--- src/design/sed_pkg.sv ---
// Shared types for the string escape decoder.
// Holds the mode and result-kind codes, the decoder state and the result word layout.
// No dependencies.
package sed_pkg;

  typedef enum logic [2:0] {
    MODE_NORMAL = 3'd0,
    MODE_ESC    = 3'd1,
    MODE_OCT    = 3'd2,
    MODE_HEX0   = 3'd3,
    MODE_HEX1   = 3'd4
  } mode_t;

  typedef enum logic [1:0] {
    KIND_BYTE = 2'd0,
    KIND_END  = 2'd1,
    KIND_ERR  = 2'd2
  } kind_t;

  typedef struct packed {
    mode_t      mode;
    logic [7:0] digit_value;
    logic [1:0] digit_count;
  } state_t;

  typedef struct packed {
    kind_t      kind;
    logic [7:0] data;
    logic       last;
  } result_t;

  // Everything one raw byte produces: zero, one or two results.
  typedef struct packed {
    logic [1:0] count;
    result_t    res0;
    result_t    res1;
  } dec_t;

endpackage

--- src/design/sed_decode.sv ---
// Combinational escape decoder: one raw byte plus current state gives the next
// state and up to two results. Depends on sed_pkg.
module sed_decode (
  input  sed_pkg::state_t st,
  input  logic [7:0]      in_byte,
  output sed_pkg::state_t st_next,
  output sed_pkg::dec_t   dec
);

  localparam logic [7:0] CH_NUL    = 8'h00;
  localparam logic [7:0] CH_QUOTE  = 8'h22;
  localparam logic [7:0] CH_BSLASH = 8'h5C;
  localparam logic [7:0] CH_ZERO   = 8'h30;
  localparam logic [7:0] CH_X      = 8'h78;

  localparam sed_pkg::state_t ST_CLEAR = '{mode: sed_pkg::MODE_NORMAL,
                                           digit_value: 8'd0, digit_count: 2'd0};

  // Simple escape letters and their values; bit 8 flags a hit.
  function automatic logic [8:0] simple_esc(input logic [7:0] c);
    logic [8:0] r;
    r = 9'd0;
    case (c)
      8'h6E:   r = {1'b1, 8'h0A};
      8'h72:   r = {1'b1, 8'h0D};
      8'h74:   r = {1'b1, 8'h09};
      8'h76:   r = {1'b1, 8'h0B};
      8'h61:   r = {1'b1, 8'h07};
      8'h62:   r = {1'b1, 8'h08};
      8'h66:   r = {1'b1, 8'h0C};
      8'h27:   r = {1'b1, 8'h27};
      8'h22:   r = {1'b1, 8'h22};
      8'h5C:   r = {1'b1, 8'h5C};
      8'h3F:   r = {1'b1, 8'h3F};
      default: r = 9'd0;
    endcase
    return r;
  endfunction

  // Hex digit value; bit 4 flags a valid digit.
  function automatic logic [4:0] hex_val(input logic [7:0] c);
    logic [4:0] r;
    r = 5'd0;
    if (c >= 8'h30 && c <= 8'h39) begin
      r = {1'b1, c[3:0]};
    end else if ((c >= 8'h41 && c <= 8'h46) || (c >= 8'h61 && c <= 8'h66)) begin
      r = {1'b1, c[3:0] + 4'd9};
    end
    return r;
  endfunction

  function automatic sed_pkg::result_t mk(input sed_pkg::kind_t k, input logic [7:0] b);
    sed_pkg::result_t r;
    r.kind = k;
    r.data = (k == sed_pkg::KIND_BYTE) ? b : 8'd0;
    r.last = 1'b0;
    return r;
  endfunction

  logic [8:0] esc_hit;
  logic [4:0] hex;
  logic       is_oct;
  logic [1:0] cnt_inc;
  logic [7:0] oct_val;
  // Plain-text handling of the byte: does it emit, what, and does it open an escape.
  logic              nrm_emit;
  sed_pkg::result_t  nrm_res;
  logic              nrm_esc;
  sed_pkg::dec_t     d;

  assign esc_hit = simple_esc(in_byte);
  assign hex     = hex_val(in_byte);
  assign is_oct  = (in_byte[7:3] == 5'b00110);
  assign cnt_inc = st.digit_count + 2'd1;
  assign oct_val = {st.digit_value[4:0], in_byte[2:0]};

  always_comb begin
    nrm_emit = 1'b1;
    nrm_esc  = 1'b0;
    priority if (in_byte == CH_NUL) begin
      nrm_res = mk(sed_pkg::KIND_ERR, 8'd0);
    end else if (in_byte == CH_QUOTE) begin
      nrm_res = mk(sed_pkg::KIND_END, 8'd0);
    end else if (in_byte == CH_BSLASH) begin
      nrm_res  = mk(sed_pkg::KIND_BYTE, 8'd0);
      nrm_emit = 1'b0;
      nrm_esc  = 1'b1;
    end else begin
      nrm_res = mk(sed_pkg::KIND_BYTE, in_byte);
    end
  end

  // Next state.
  always_comb begin
    st_next = st;
    unique case (st.mode)
      sed_pkg::MODE_ESC: begin
        st_next = ST_CLEAR;
        // A zero escape is complete at once; other octal digits open a numeric escape.
        priority if (is_oct && in_byte != CH_ZERO) begin
          st_next.mode        = sed_pkg::MODE_OCT;
          st_next.digit_value = {5'd0, in_byte[2:0]};
          st_next.digit_count = 2'd1;
        end else if (in_byte == CH_X) begin
          st_next.mode = sed_pkg::MODE_HEX0;
        end else begin
          st_next.mode = sed_pkg::MODE_NORMAL;
        end
      end
      sed_pkg::MODE_OCT: begin
        if (is_oct) begin
          if (cnt_inc == 2'd3) begin
            st_next = ST_CLEAR;
          end else begin
            st_next.digit_value = oct_val;
            st_next.digit_count = cnt_inc;
          end
        end else begin
          st_next = ST_CLEAR;
          if (nrm_esc) st_next.mode = sed_pkg::MODE_ESC;
        end
      end
      sed_pkg::MODE_HEX0: begin
        if (hex[4]) begin
          st_next.mode        = sed_pkg::MODE_HEX1;
          st_next.digit_value = {4'd0, hex[3:0]};
          st_next.digit_count = 2'd1;
        end else begin
          st_next = ST_CLEAR;
        end
      end
      sed_pkg::MODE_HEX1: begin
        st_next = ST_CLEAR;
        if (!hex[4] && nrm_esc) st_next.mode = sed_pkg::MODE_ESC;
      end
      default: begin
        // Normal text; unused mode codes behave the same way.
        st_next = ST_CLEAR;
        if (nrm_esc) st_next.mode = sed_pkg::MODE_ESC;
      end
    endcase
  end

  // Results.
  always_comb begin
    d = '0;
    unique case (st.mode)
      sed_pkg::MODE_ESC: begin
        d.count = 2'd1;
        priority if (in_byte == CH_NUL) begin
          d.res0 = mk(sed_pkg::KIND_ERR, 8'd0);
        end else if (esc_hit[8]) begin
          d.res0 = mk(sed_pkg::KIND_BYTE, esc_hit[7:0]);
        end else if (in_byte == CH_ZERO) begin
          d.res0 = mk(sed_pkg::KIND_BYTE, 8'd0);
        end else if (is_oct || in_byte == CH_X) begin
          d.count = 2'd0;
        end else begin
          d.res0 = mk(sed_pkg::KIND_BYTE, in_byte);
        end
      end
      sed_pkg::MODE_OCT: begin
        if (is_oct) begin
          if (cnt_inc == 2'd3) begin
            d.count = 2'd1;
            d.res0  = mk(sed_pkg::KIND_BYTE, oct_val);
          end
        end else begin
          // Flush the pending value, then treat the byte as plain text.
          d.res0  = mk(sed_pkg::KIND_BYTE, st.digit_value);
          d.res1  = nrm_res;
          d.count = nrm_emit ? 2'd2 : 2'd1;
        end
      end
      sed_pkg::MODE_HEX0: begin
        if (!hex[4]) begin
          d.count = 2'd1;
          d.res0  = mk(sed_pkg::KIND_ERR, 8'd0);
        end
      end
      sed_pkg::MODE_HEX1: begin
        if (hex[4]) begin
          d.count = 2'd1;
          d.res0  = mk(sed_pkg::KIND_BYTE, {st.digit_value[3:0], hex[3:0]});
        end else begin
          d.res0  = mk(sed_pkg::KIND_BYTE, st.digit_value);
          d.res1  = nrm_res;
          d.count = nrm_emit ? 2'd2 : 2'd1;
        end
      end
      default: begin
        d.res0  = nrm_res;
        d.count = nrm_emit ? 2'd1 : 2'd0;
      end
    endcase
    if (d.count == 2'd1) d.res0.last = 1'b1;
    if (d.count == 2'd2) d.res1.last = 1'b1;
    dec = d;
  end

endmodule

--- src/design/string_escape_decoder.sv ---
// Top level of the C string escape decoder: input register, decode state and
// a four-word result queue. Depends on sed_pkg and sed_decode.
//
//  channel | direction | tdata           | tuser         | tlast
//  --------+-----------+-----------------+---------------+------------------------
//  s_*     | in        | [7:0] in_byte   | -             | -
//  m_*     | out       | [7:0] out_byte  | [1:0] out_kind| last result of a byte
//
// Each raw byte is held in the input register and then decoded into the result
// queue, where its first result word is registered before it can leave. A byte
// is decoded only when the queue has room for two words; with one result per
// byte and a ready sink the block takes a word every cycle. A byte that flushes
// a pending octal or hex value yields two words. Reset (synchronous, rst high)
// empties the queue and the input register and returns to normal text.
// Stalls on the output side fill the queue and then drop s_tready.
module string_escape_decoder (
  input  logic       clk,
  input  logic       rst,
  input  logic       s_tvalid,
  output logic       s_tready,
  input  logic [7:0] s_tdata,   // [7:0] in_byte
  output logic       m_tvalid,
  input  logic       m_tready,
  output logic [7:0] m_tdata,   // [7:0] out_byte
  output logic [1:0] m_tuser,   // [1:0] out_kind
  output logic       m_tlast
);

  localparam int OUT_DEPTH = 4;
  localparam int PTR_W     = $clog2(OUT_DEPTH);
  localparam int CNT_W     = $clog2(OUT_DEPTH + 1);

  // Input register.
  logic       r_valid;
  logic [7:0] r_byte;

  // Decoder state and its combinational successor.
  sed_pkg::state_t st;
  sed_pkg::state_t st_next;
  sed_pkg::dec_t   dec;

  // Result queue.
  sed_pkg::result_t fifo [OUT_DEPTH];
  logic [PTR_W-1:0] wr_ptr;
  logic [PTR_W-1:0] rd_ptr;
  logic [CNT_W-1:0] count;
  logic [CNT_W-1:0] count_next;

  logic dec_fire;
  logic pop;

  sed_decode u_decode (
    .st      (st),
    .in_byte (r_byte),
    .st_next (st_next),
    .dec     (dec)
  );

  // A byte is decoded only when both possible result words fit.
  assign dec_fire = r_valid && (count <= CNT_W'(OUT_DEPTH - 2));
  assign s_tready = !r_valid || dec_fire;
  assign pop      = m_tvalid && m_tready;

  always_ff @(posedge clk) begin
    if (rst) begin
      r_valid <= 1'b0;
    end else if (s_tvalid && s_tready) begin
      r_valid <= 1'b1;
    end else if (dec_fire) begin
      r_valid <= 1'b0;
    end
  end

  always_ff @(posedge clk) begin
    if (s_tvalid && s_tready) begin
      r_byte <= s_tdata;
    end
  end

  always_ff @(posedge clk) begin
    if (rst) begin
      st <= '{mode: sed_pkg::MODE_NORMAL, digit_value: 8'd0, digit_count: 2'd0};
    end else if (dec_fire) begin
      st <= st_next;
    end
  end

  // Queue writes: up to two words at the write pointer.
  always_ff @(posedge clk) begin
    if (dec_fire && dec.count != 2'd0) begin
      fifo[wr_ptr] <= dec.res0;
    end
    if (dec_fire && dec.count == 2'd2) begin
      fifo[wr_ptr + PTR_W'(1)] <= dec.res1;
    end
  end

  assign count_next = count + (dec_fire ? CNT_W'(dec.count) : CNT_W'(0))
                            - CNT_W'(pop);

  always_ff @(posedge clk) begin
    if (rst) begin
      wr_ptr <= '0;
      rd_ptr <= '0;
      count  <= '0;
    end else begin
      if (dec_fire) wr_ptr <= wr_ptr + PTR_W'(dec.count);
      if (pop) rd_ptr <= rd_ptr + PTR_W'(1);
      count <= count_next;
    end
  end

  assign m_tvalid = (count != '0);
  assign m_tdata  = fifo[rd_ptr].data;
  assign m_tuser  = fifo[rd_ptr].kind;
  assign m_tlast  = fifo[rd_ptr].last;

  // The queue never holds more words than it has entries.
  a_no_overflow: assert property (@(posedge clk) disable iff (rst)
    count <= CNT_W'(OUT_DEPTH))
    else $error("result queue overflow");

  // A byte that yields two words always leads with the flushed digit value.
  a_pair_first_byte: assert property (@(posedge clk) disable iff (rst)
    (dec_fire && dec.count == 2'd2) |-> (dec.res0.kind == sed_pkg::KIND_BYTE))
    else $error("two-word result does not start with a decoded byte");

  // An end or error result returns the decoder to clean normal text.
  a_end_clears: assert property (@(posedge clk) disable iff (rst)
    (dec_fire && ((dec.count == 2'd1 && dec.res0.kind != sed_pkg::KIND_BYTE) ||
                  (dec.count == 2'd2 && dec.res1.kind != sed_pkg::KIND_BYTE)))
    |=> (st.mode == sed_pkg::MODE_NORMAL && st.digit_count == 2'd0))
    else $error("state not cleared after end or error");

  // Digits are pending only while gathering an octal or a hex escape.
  a_digits_mode: assert property (@(posedge clk) disable iff (rst)
    (st.digit_count != 2'd0) |->
      (st.mode == sed_pkg::MODE_OCT || st.mode == sed_pkg::MODE_HEX1))
    else $error("pending digits outside a numeric escape");

endmodule

--- config.mk ---
export PLATFORM = sky130hd
export DESIGN_NAME = string_escape_decoder
export DESIGN_NICKNAME = d
export VERILOG_FILES = /design/src/design/sed_pkg.sv /design/src/design/sed_decode.sv /design/src/design/string_escape_decoder.sv
export SDC_FILE = /design/constraint.sdc
export NUM_CORES = 1
export LEC_CHECK = 0
export BUFFER_PORTS_ARGS = -buffer_cell sky130_fd_sc_hd__buf_2
export CORE_MARGIN = 2
export CORE_UTILIZATION = 50
export CTS_BUF_LIST = sky130_fd_sc_hd__clkbuf_4 sky130_fd_sc_hd__clkbuf_8
export CTS_CLUSTER_SIZE = 30
export DETAILED_ROUTE_END_ITERATION = 16
export PLACE_DENSITY = 0.66
export SYNTH_ARGS = -nofsm -noshare
export SYNTH_HDL_FRONTEND = slang
export SYNTH_SLANG_ARGS = --single-unit
--- constraint.sdc ---
create_clock -name clk -period 9.32 [get_ports clk]
set_input_delay 0.932 -clock clk [delete_from_list [all_inputs] [get_ports clk]]
set_output_delay 0.932 -clock clk [all_outputs]
set_load 0.005 [all_outputs]
* After elaboration in Yosys (flattened, before gate mapping) *
Memory sizes are Yosys's and may differ from the RTL's. A register that Yosys moved wholly into a read port is not among the register bits.
Cells that the tools add are included.

word-level totals
  flip-flop bits (word level) = 29
  output and inout bits = 13
  memory bits (writable) = 44
  memories = 1
  logic and storage cells = 117

memories
  name  words  width  read ports  clocked after Yosys merged registers in  wr ports  line                         text
  fifo  4      11     1           1                                        2         string_escape_decoder.sv:43  sed_pkg::result_t fifo [OUT_DEPTH];

operators by class
  mux-type cells = 51
  add/subtract/negate cells = 7
  order comparisons = 7
  eq/ne operators = 23
  reductions and logical operators = 20

operators with widths
  kind                                                               count
  one-hot mux 13 bit (4 select lines)                                2
  one-hot mux 9 bit (11 select lines)                                1
  2-to-1 mux 11 bit                                                  7
  == test 8 x 7 -> 1 bit, second input constant                      9
  2-to-1 mux 13 bit                                                  4
  == test 8 x 6 -> 1 bit, second input constant                      4
  2-to-1 mux 12 bit                                                  2
  one-hot mux 11 bit (2 select lines)                                1
  2-to-1 mux 1 bit                                                   18
  2-to-1 mux 9 bit                                                   2
  greater-or-equal comparator 8 x 7 -> 1 bit, second input constant  2
  <= comparator 8 x 7 -> 1 bit, second input constant                2
  2-to-1 mux 2 bit                                                   8
  2-to-1 mux 5 bit                                                   3
  logical AND 1 bit                                                  10
  2-to-1 mux 10 bit                                                  1
  greater-or-equal comparator 8 x 6 -> 1 bit, second input constant  1
  <= comparator 8 x 6 -> 1 bit, second input constant                1
  zero test 8 bit                                                    1
  inequality test 8 x 6 -> 1 bit, second input constant              1
  adder 2 x 1 -> 2 bit, second input constant                        3
  == test 3 x 2 -> 1 bit, second input constant                      2
  2-to-1 mux 3 bit                                                   2
  == test 5 x 3 -> 1 bit, second input constant                      1
  15 further kinds                                                   20

* Logic depth before layout (Yosys ltp) *
  depth after elaboration = 11
  mapped depth = 18
  depth with buffers taken out = 16

* Hierarchy *
A second synthesis with hierarchy kept.

unflattened totals
  cells, all modules = 460
  area, all modules = 4797.1 µm²

modules (own cells, without submodules)
  module                 cells an instance  seq. area each (µm²)  area an instance (µm²)  times used
  string_escape_decoder  242                2021.9                3443.3                  1
  sed_decode             218                0.0                   1353.8                  1

* Worst setup path after synthesis *
No wires, ideal clock.

  path type = register -> register
  from = register r_byte[1]
  to = register count[2]
  required time = 9.192 ns
  arrival = 3.635 ns
  slack = 5.558 ns
  stages on the path, launching flop included = 19
  library setup time = 0.128 ns
  buffers on the path = 2
  cells stage by stage = edfxtp_1 -> clkbuf_1 -> inv_1 -> ha_1 -> or3b_1 -> and4_1 -> buf_6 -> nor4b_1 -> o21ai_1 -> a21oi_1 -> nand2b_1 -> ha_1 -> inv_1 -> ha_1 -> inv_1 -> fa_1 -> xnor2_1 -> xnor2_1 -> nor2_1

between the ends
  cells in the longest elaborated chain, start to end = 10
  elaborated cells on any way between the ends = 44
  classes of those cells = 2 x add/sub; 6 x order compare; 13 x eq/ne; 17 x mux; 6 x reduce/logical

ends and longest elaborated chain
  item                                                                line                          text
  start: declaration                                                  string_escape_decoder.sv:35   logic [7:0] r_byte;
  start signal: assignment                                            string_escape_decoder.sv:76   r_byte <= s_tdata;
  greater-or-equal comparator 8 x 7 -> 1 bit (tied with other cells)  sed_decode.sv:46              end else if ((c >= 8'h41 && c <= 8'h46) || (c >= 8'h61 && c <= 8'h66)) begin
  logical AND 1 bit (tied with other cells)                           sed_decode.sv:46
  logical OR 1 bit (tied with other cells)                            sed_decode.sv:46
  2-to-1 mux 5 bit (tied with other cells)                            sed_decode.sv:46
  2-to-1 mux 5 bit (tied with other cells)                            sed_decode.sv:44              if (c >= 8'h30 && c <= 8'h39) begin
  2-to-1 mux 13 bit (tied with other cells)                           sed_decode.sv:182             if (hex[4]) begin
  one-hot mux 13 bit (4 select lines) *                               sed_decode.sv:147             unique case (st.mode)
  2-to-1 mux 2 bit *                                                  string_escape_decoder.sv:98   assign count_next = count + (dec_fire ? CNT_W'(dec.count) : CNT_W'(0))
  adder 3 x 2 -> 3 bit *                                              string_escape_decoder.sv:98
  subtractor 3 x 1 -> 3 bit *                                         string_escape_decoder.sv:99   - CNT_W'(pop);
  end signal: assignment                                              string_escape_decoder.sv:109  count <= count_next;
  end: declaration                                                    string_escape_decoder.sv:46   logic [CNT_W-1:0] count;

Mark *: on every way between the ends. The rest lies on a longest branch, timed or not.
A chain may end at the register's enable or synchronous reset.

* Worst setup path in the final report *
  from = register r_byte[6]
  to = register count[2]

between the ends
  cells in the longest elaborated chain, start to end = 10
  elaborated cells on any way between the ends = 45
  classes of those cells = 2 x add/sub; 6 x order compare; 14 x eq/ne; 17 x mux; 6 x reduce/logical

ends and longest elaborated chain
  item                                                                line
  greater-or-equal comparator 8 x 7 -> 1 bit (tied with other cells)  sed_decode.sv:46
  logical AND 1 bit (tied with other cells)                           sed_decode.sv:46
  logical OR 1 bit (tied with other cells)                            sed_decode.sv:46
  2-to-1 mux 5 bit (tied with other cells)                            sed_decode.sv:46
  2-to-1 mux 5 bit (tied with other cells)                            sed_decode.sv:44
  2-to-1 mux 13 bit (tied with other cells)                           sed_decode.sv:182
  one-hot mux 13 bit (4 select lines) *                               sed_decode.sv:147
  2-to-1 mux 2 bit *                                                  string_escape_decoder.sv:98
  adder 3 x 2 -> 3 bit *                                              string_escape_decoder.sv:98
  subtractor 3 x 1 -> 3 bit *                                         string_escape_decoder.sv:99

Marked as above.

==> results.md <==
* Outcome: finished clean
* Ys async rst share at 0%
* Inst Count DP at 560
* CTS sink cnt at 75
* Via count at 3757
* Initial DRC count at 415
* Final Core Density at 54.7%
* Via/cell ratio at 6.52
* Vias in the first global route at 3525
* Cts bufs inserted at 9
* Final min period at 4.20 ns
* Worst rel slew slack at 24.3%
* Storage cell area at 2020 um^2
* Synthesized area per cell at 10.3 um^2
* GRT Util Overall at 24.4%
* Clk root buf: clkbuf_8
* Power share of the combinational group at 24.6%
* Multi-input gate area at 2410 um^2
* WS Path Type: flip-flop to flip-flop
* Worst Clk Skew at 0.0176 ns
* GPL Wtd Cong at 0.959
* PnR worst setup slack at 5.12 ns
* Final net count at 482
* Cell Area, Synth at 4630 um^2
* Clock transition at the registers of the reported paths at 0.10 ns
* Fillcell total at 799
* Post-Route WL at 11800 um
* CTS tree: yes
* Leading cell type in the layout, fill and taps excluded: edfxtp_1
* Sequential fraction of the synthesis area at 43.6%
* Setup TNS Final at 0 ns
* Max-cap viol count at 0
* Post-cts resize count at 0
* Synth Flop Type: edfxtp_1
* N_diodes at 0
* FMAX at 238 MHz
* R2R Setup Slk at 5.12 ns
* Tightest Pin Transition at 1.11 ns
* Clock group share of total power at 28.9%
* Largest net degree at the start of global routing at 31
* Post-CTS Setup Inserts at 0
* Area grow syn2layout at 7.42%
* Critical Path Start Type: flip-flop
* Synthesized flop and latch total at 75
* Launching point of the worst reg2reg path: r_byte[6]
* Crit-path max FO at 12
* Die Area at 10100 um^2
* Hold_sp: wr_ptr[0]
* Skew-Pair Late Insertion Delay at 0.36 ns
* Slew Limit Fails at 0
* RSZ-0062 raised after global routing: false
* Fin. Hold Viols at 0
* Post-DP HPWL at 8290 um
* Port Buffer Count at 24
* Register-to-Register Path Depth at 14
* Starting Density at 50.9%
* I/O pin cnt at 25
* Hold_ws at 0.519 ns
* First-pass GRT wire length at 19000 um
* Area of the core at 9110 um^2
* Req. time, crit path at 9.56 ns
* Fin crit share at 45.1%
* P_sw at 297 uW
* Power per cell area at 188 nW/um^2
* Share of layout cells above drive strength 1 at 15.9%
* GRT overflow at 0
* Yosys cell types at 73
* H-tree levels at 3
* Dpl ws at 5.24 ns
* CTS Buffer Depth at 2
* Routed len/inst at 20.5 um
* Final ANT Viol Nets at 0
* Hold/Removal Path Class: flip-flop to flip-flop
* Worst r2r dst: count[2]
* DRC errors left at 0
* Initial antenna violation count at 0
* Hold depth at 2
* Most frequent cells in the layout: edfxtp_1 (52), nand2_1 (35), nor2_1 (35)
* Internal power at 640 uW
* EDFF count, synth at 52
* First-pass iteration count of the detailed router at 6
* Die X at 100 um
* Net count after synthesis at 473
* VDD IR max at 0.0000852 V
* Critical Path End Type: flip-flop
* Rows at 35
* Switching power share of the total at 31.7%
* Worst Hold End: wr_ptr[0]
* Hold Buf Count CTS at 0
* Worst EP arrival at 4.44 ns
* Mapped Cells at 451
* Final setup fails at 0
* Die height at 100 um
* Leakage at 1.77 nW
* Synth warn at 0
* Sequential Power Share at 46.5%
* Non-Filler Instances at 576
==> how the worst max path moves through the flow <==
stage              start  endpoint  depth (start not counted)
3_5_place_dp   r_byte[6]  count[2]                         14
6_report       r_byte[6]  count[2]                         14
4_1_cts        r_byte[1]  count[2]                         16
2_1_floorplan  r_byte[1]  count[2]                         18
3_3_place_gp   r_byte[1]  count[2]                         16
5_1_grt        r_byte[1]  count[2]                         16
==> cell usage after synthesis (3+ instances only) <==
cell type / instances / area, um^2
or3b_1: 5 / 43.8
clkbuf_1: 18 / 67.6
nand4b_1: 5 / 43.8
or4_4: 4 / 45.0
o21ai_1: 8 / 40.0
edfxtp_1: 52 / 1560
o22ai_1: 3 / 18.8
nor3_1: 12 / 60.1
a31oi_1: 3 / 18.8
and3_1: 5 / 31.3
a211oi_1: 3 / 22.5
mux2_2: 3 / 33.8
nand2_2: 4 / 25.0
a21oi_1: 24 / 120
nand2b_1: 7 / 43.8
o31ai_1: 6 / 45.0
inv_1: 10 / 37.5
nor2_1: 35 / 131
mux2i_1: 13 / 130
nor4_1: 6 / 37.5
dfxtp_1: 23 / 460
nor4b_1: 6 / 52.6
a22oi_1: 24 / 180
xor2_1: 3 / 26.3
buf_1: 3 / 11.3
a41oi_1: 3 / 26.3
ha_1: 9 / 113
o21ai_0: 7 / 35.0
o21a_1: 5 / 37.5
nor2b_1: 8 / 50.1
a21o_1: 3 / 22.5
o211ai_1: 6 / 45.0
and2_1: 7 / 43.8
or3_1: 5 / 31.3
nand3b_1: 4 / 30.0
a311oi_1: 3 / 26.3
a32oi_1: 4 / 35.0
mux4_2: 11 / 248
buf_6: 5 / 56.3
xnor2_1: 4 / 35.0
nand2_1: 35 / 131
nand3_1: 8 / 40.0
buf_2: 5 / 25.0
==> kinds of logic after synthesis <==
group | Yosys count | share of synthesized area [%]
compound gates | 119 | 18.0
fa+ha+maj | 10 | 2.86
buf+inv | 42 | 4.35
mux | 28 | 9.13
flops | 75 | 43.6
xor+xnor | 7 | 1.32
simple gates | 170 | 20.7
==> worst max-delay path: stages (launching register included) <==
cell       delay (ns)
edfxtp_1         0.59
nand4bb_1        0.54
nor4_2           0.66
inv_2            0.08
a311oi_1         0.43
a21oi_1          0.30
nand2b_1         0.23
ha_1             0.28
inv_1            0.05
ha_1             0.13
inv_1            0.04
fa_1             0.37
xnor2_1          0.18
xnor2_1          0.14
nor2_1           0.05
==> cell type report <==
type                            count  area share, %
Tap cell                          111           2.79
Sequential cell                    75           40.6
Clock inverter                      6           1.41
Multi-Input combinational cell    334           48.4
Timing Repair Buffer               29           3.17
Clock buffer                       10           2.76
Inverter                           11          0.829
==> sequential cells by signal (all words and copies together), names as in the netlist, named ones only <==
signal,cells
wr_ptr,2
r_byte,8
count,3
rd_ptr,2
fifo,44
r_valid,1
st,13
==> through the flow <==
| stage | cell area (um^2) | total power [mW] |
|---|---|---|
| after floorplan | 4630 | 0.601 |
| after global placement | 4770 | 0.669 |
| after detailed placement | 4770 | 0.672 |
| after CTS | 4980 | 0.939 |
| after global routing | 4980 | 0.986 |
| final | 4980 | 0.937 |
==> power by group through the flow <==
stage | combinational [mW] | clock [mW] | sequential, mW
2_1_floorplan | 0.187 | 0 | 0.413
5_1_grt | 0.259 | 0.286 | 0.441
4_1_cts | 0.231 | 0.273 | 0.435
3_5_place_dp | 0.230 | 0 | 0.443
3_3_place_gp | 0.228 | 0 | 0.441
6_report | 0.231 | 0.271 | 0.435
==> layer usage <==
metal / routed length, um / track usage (%) / vias to the layer above
li1: - / - / 1769
met1: 5020 / 33.4 / 1776
met2: 5660 / 40.5 / 197
met3: 958 / 3.13 / 15
met4: 159 / 7.38 / 0
met5: 0 / 0 / -
Power figures use the tool's default switching activity.
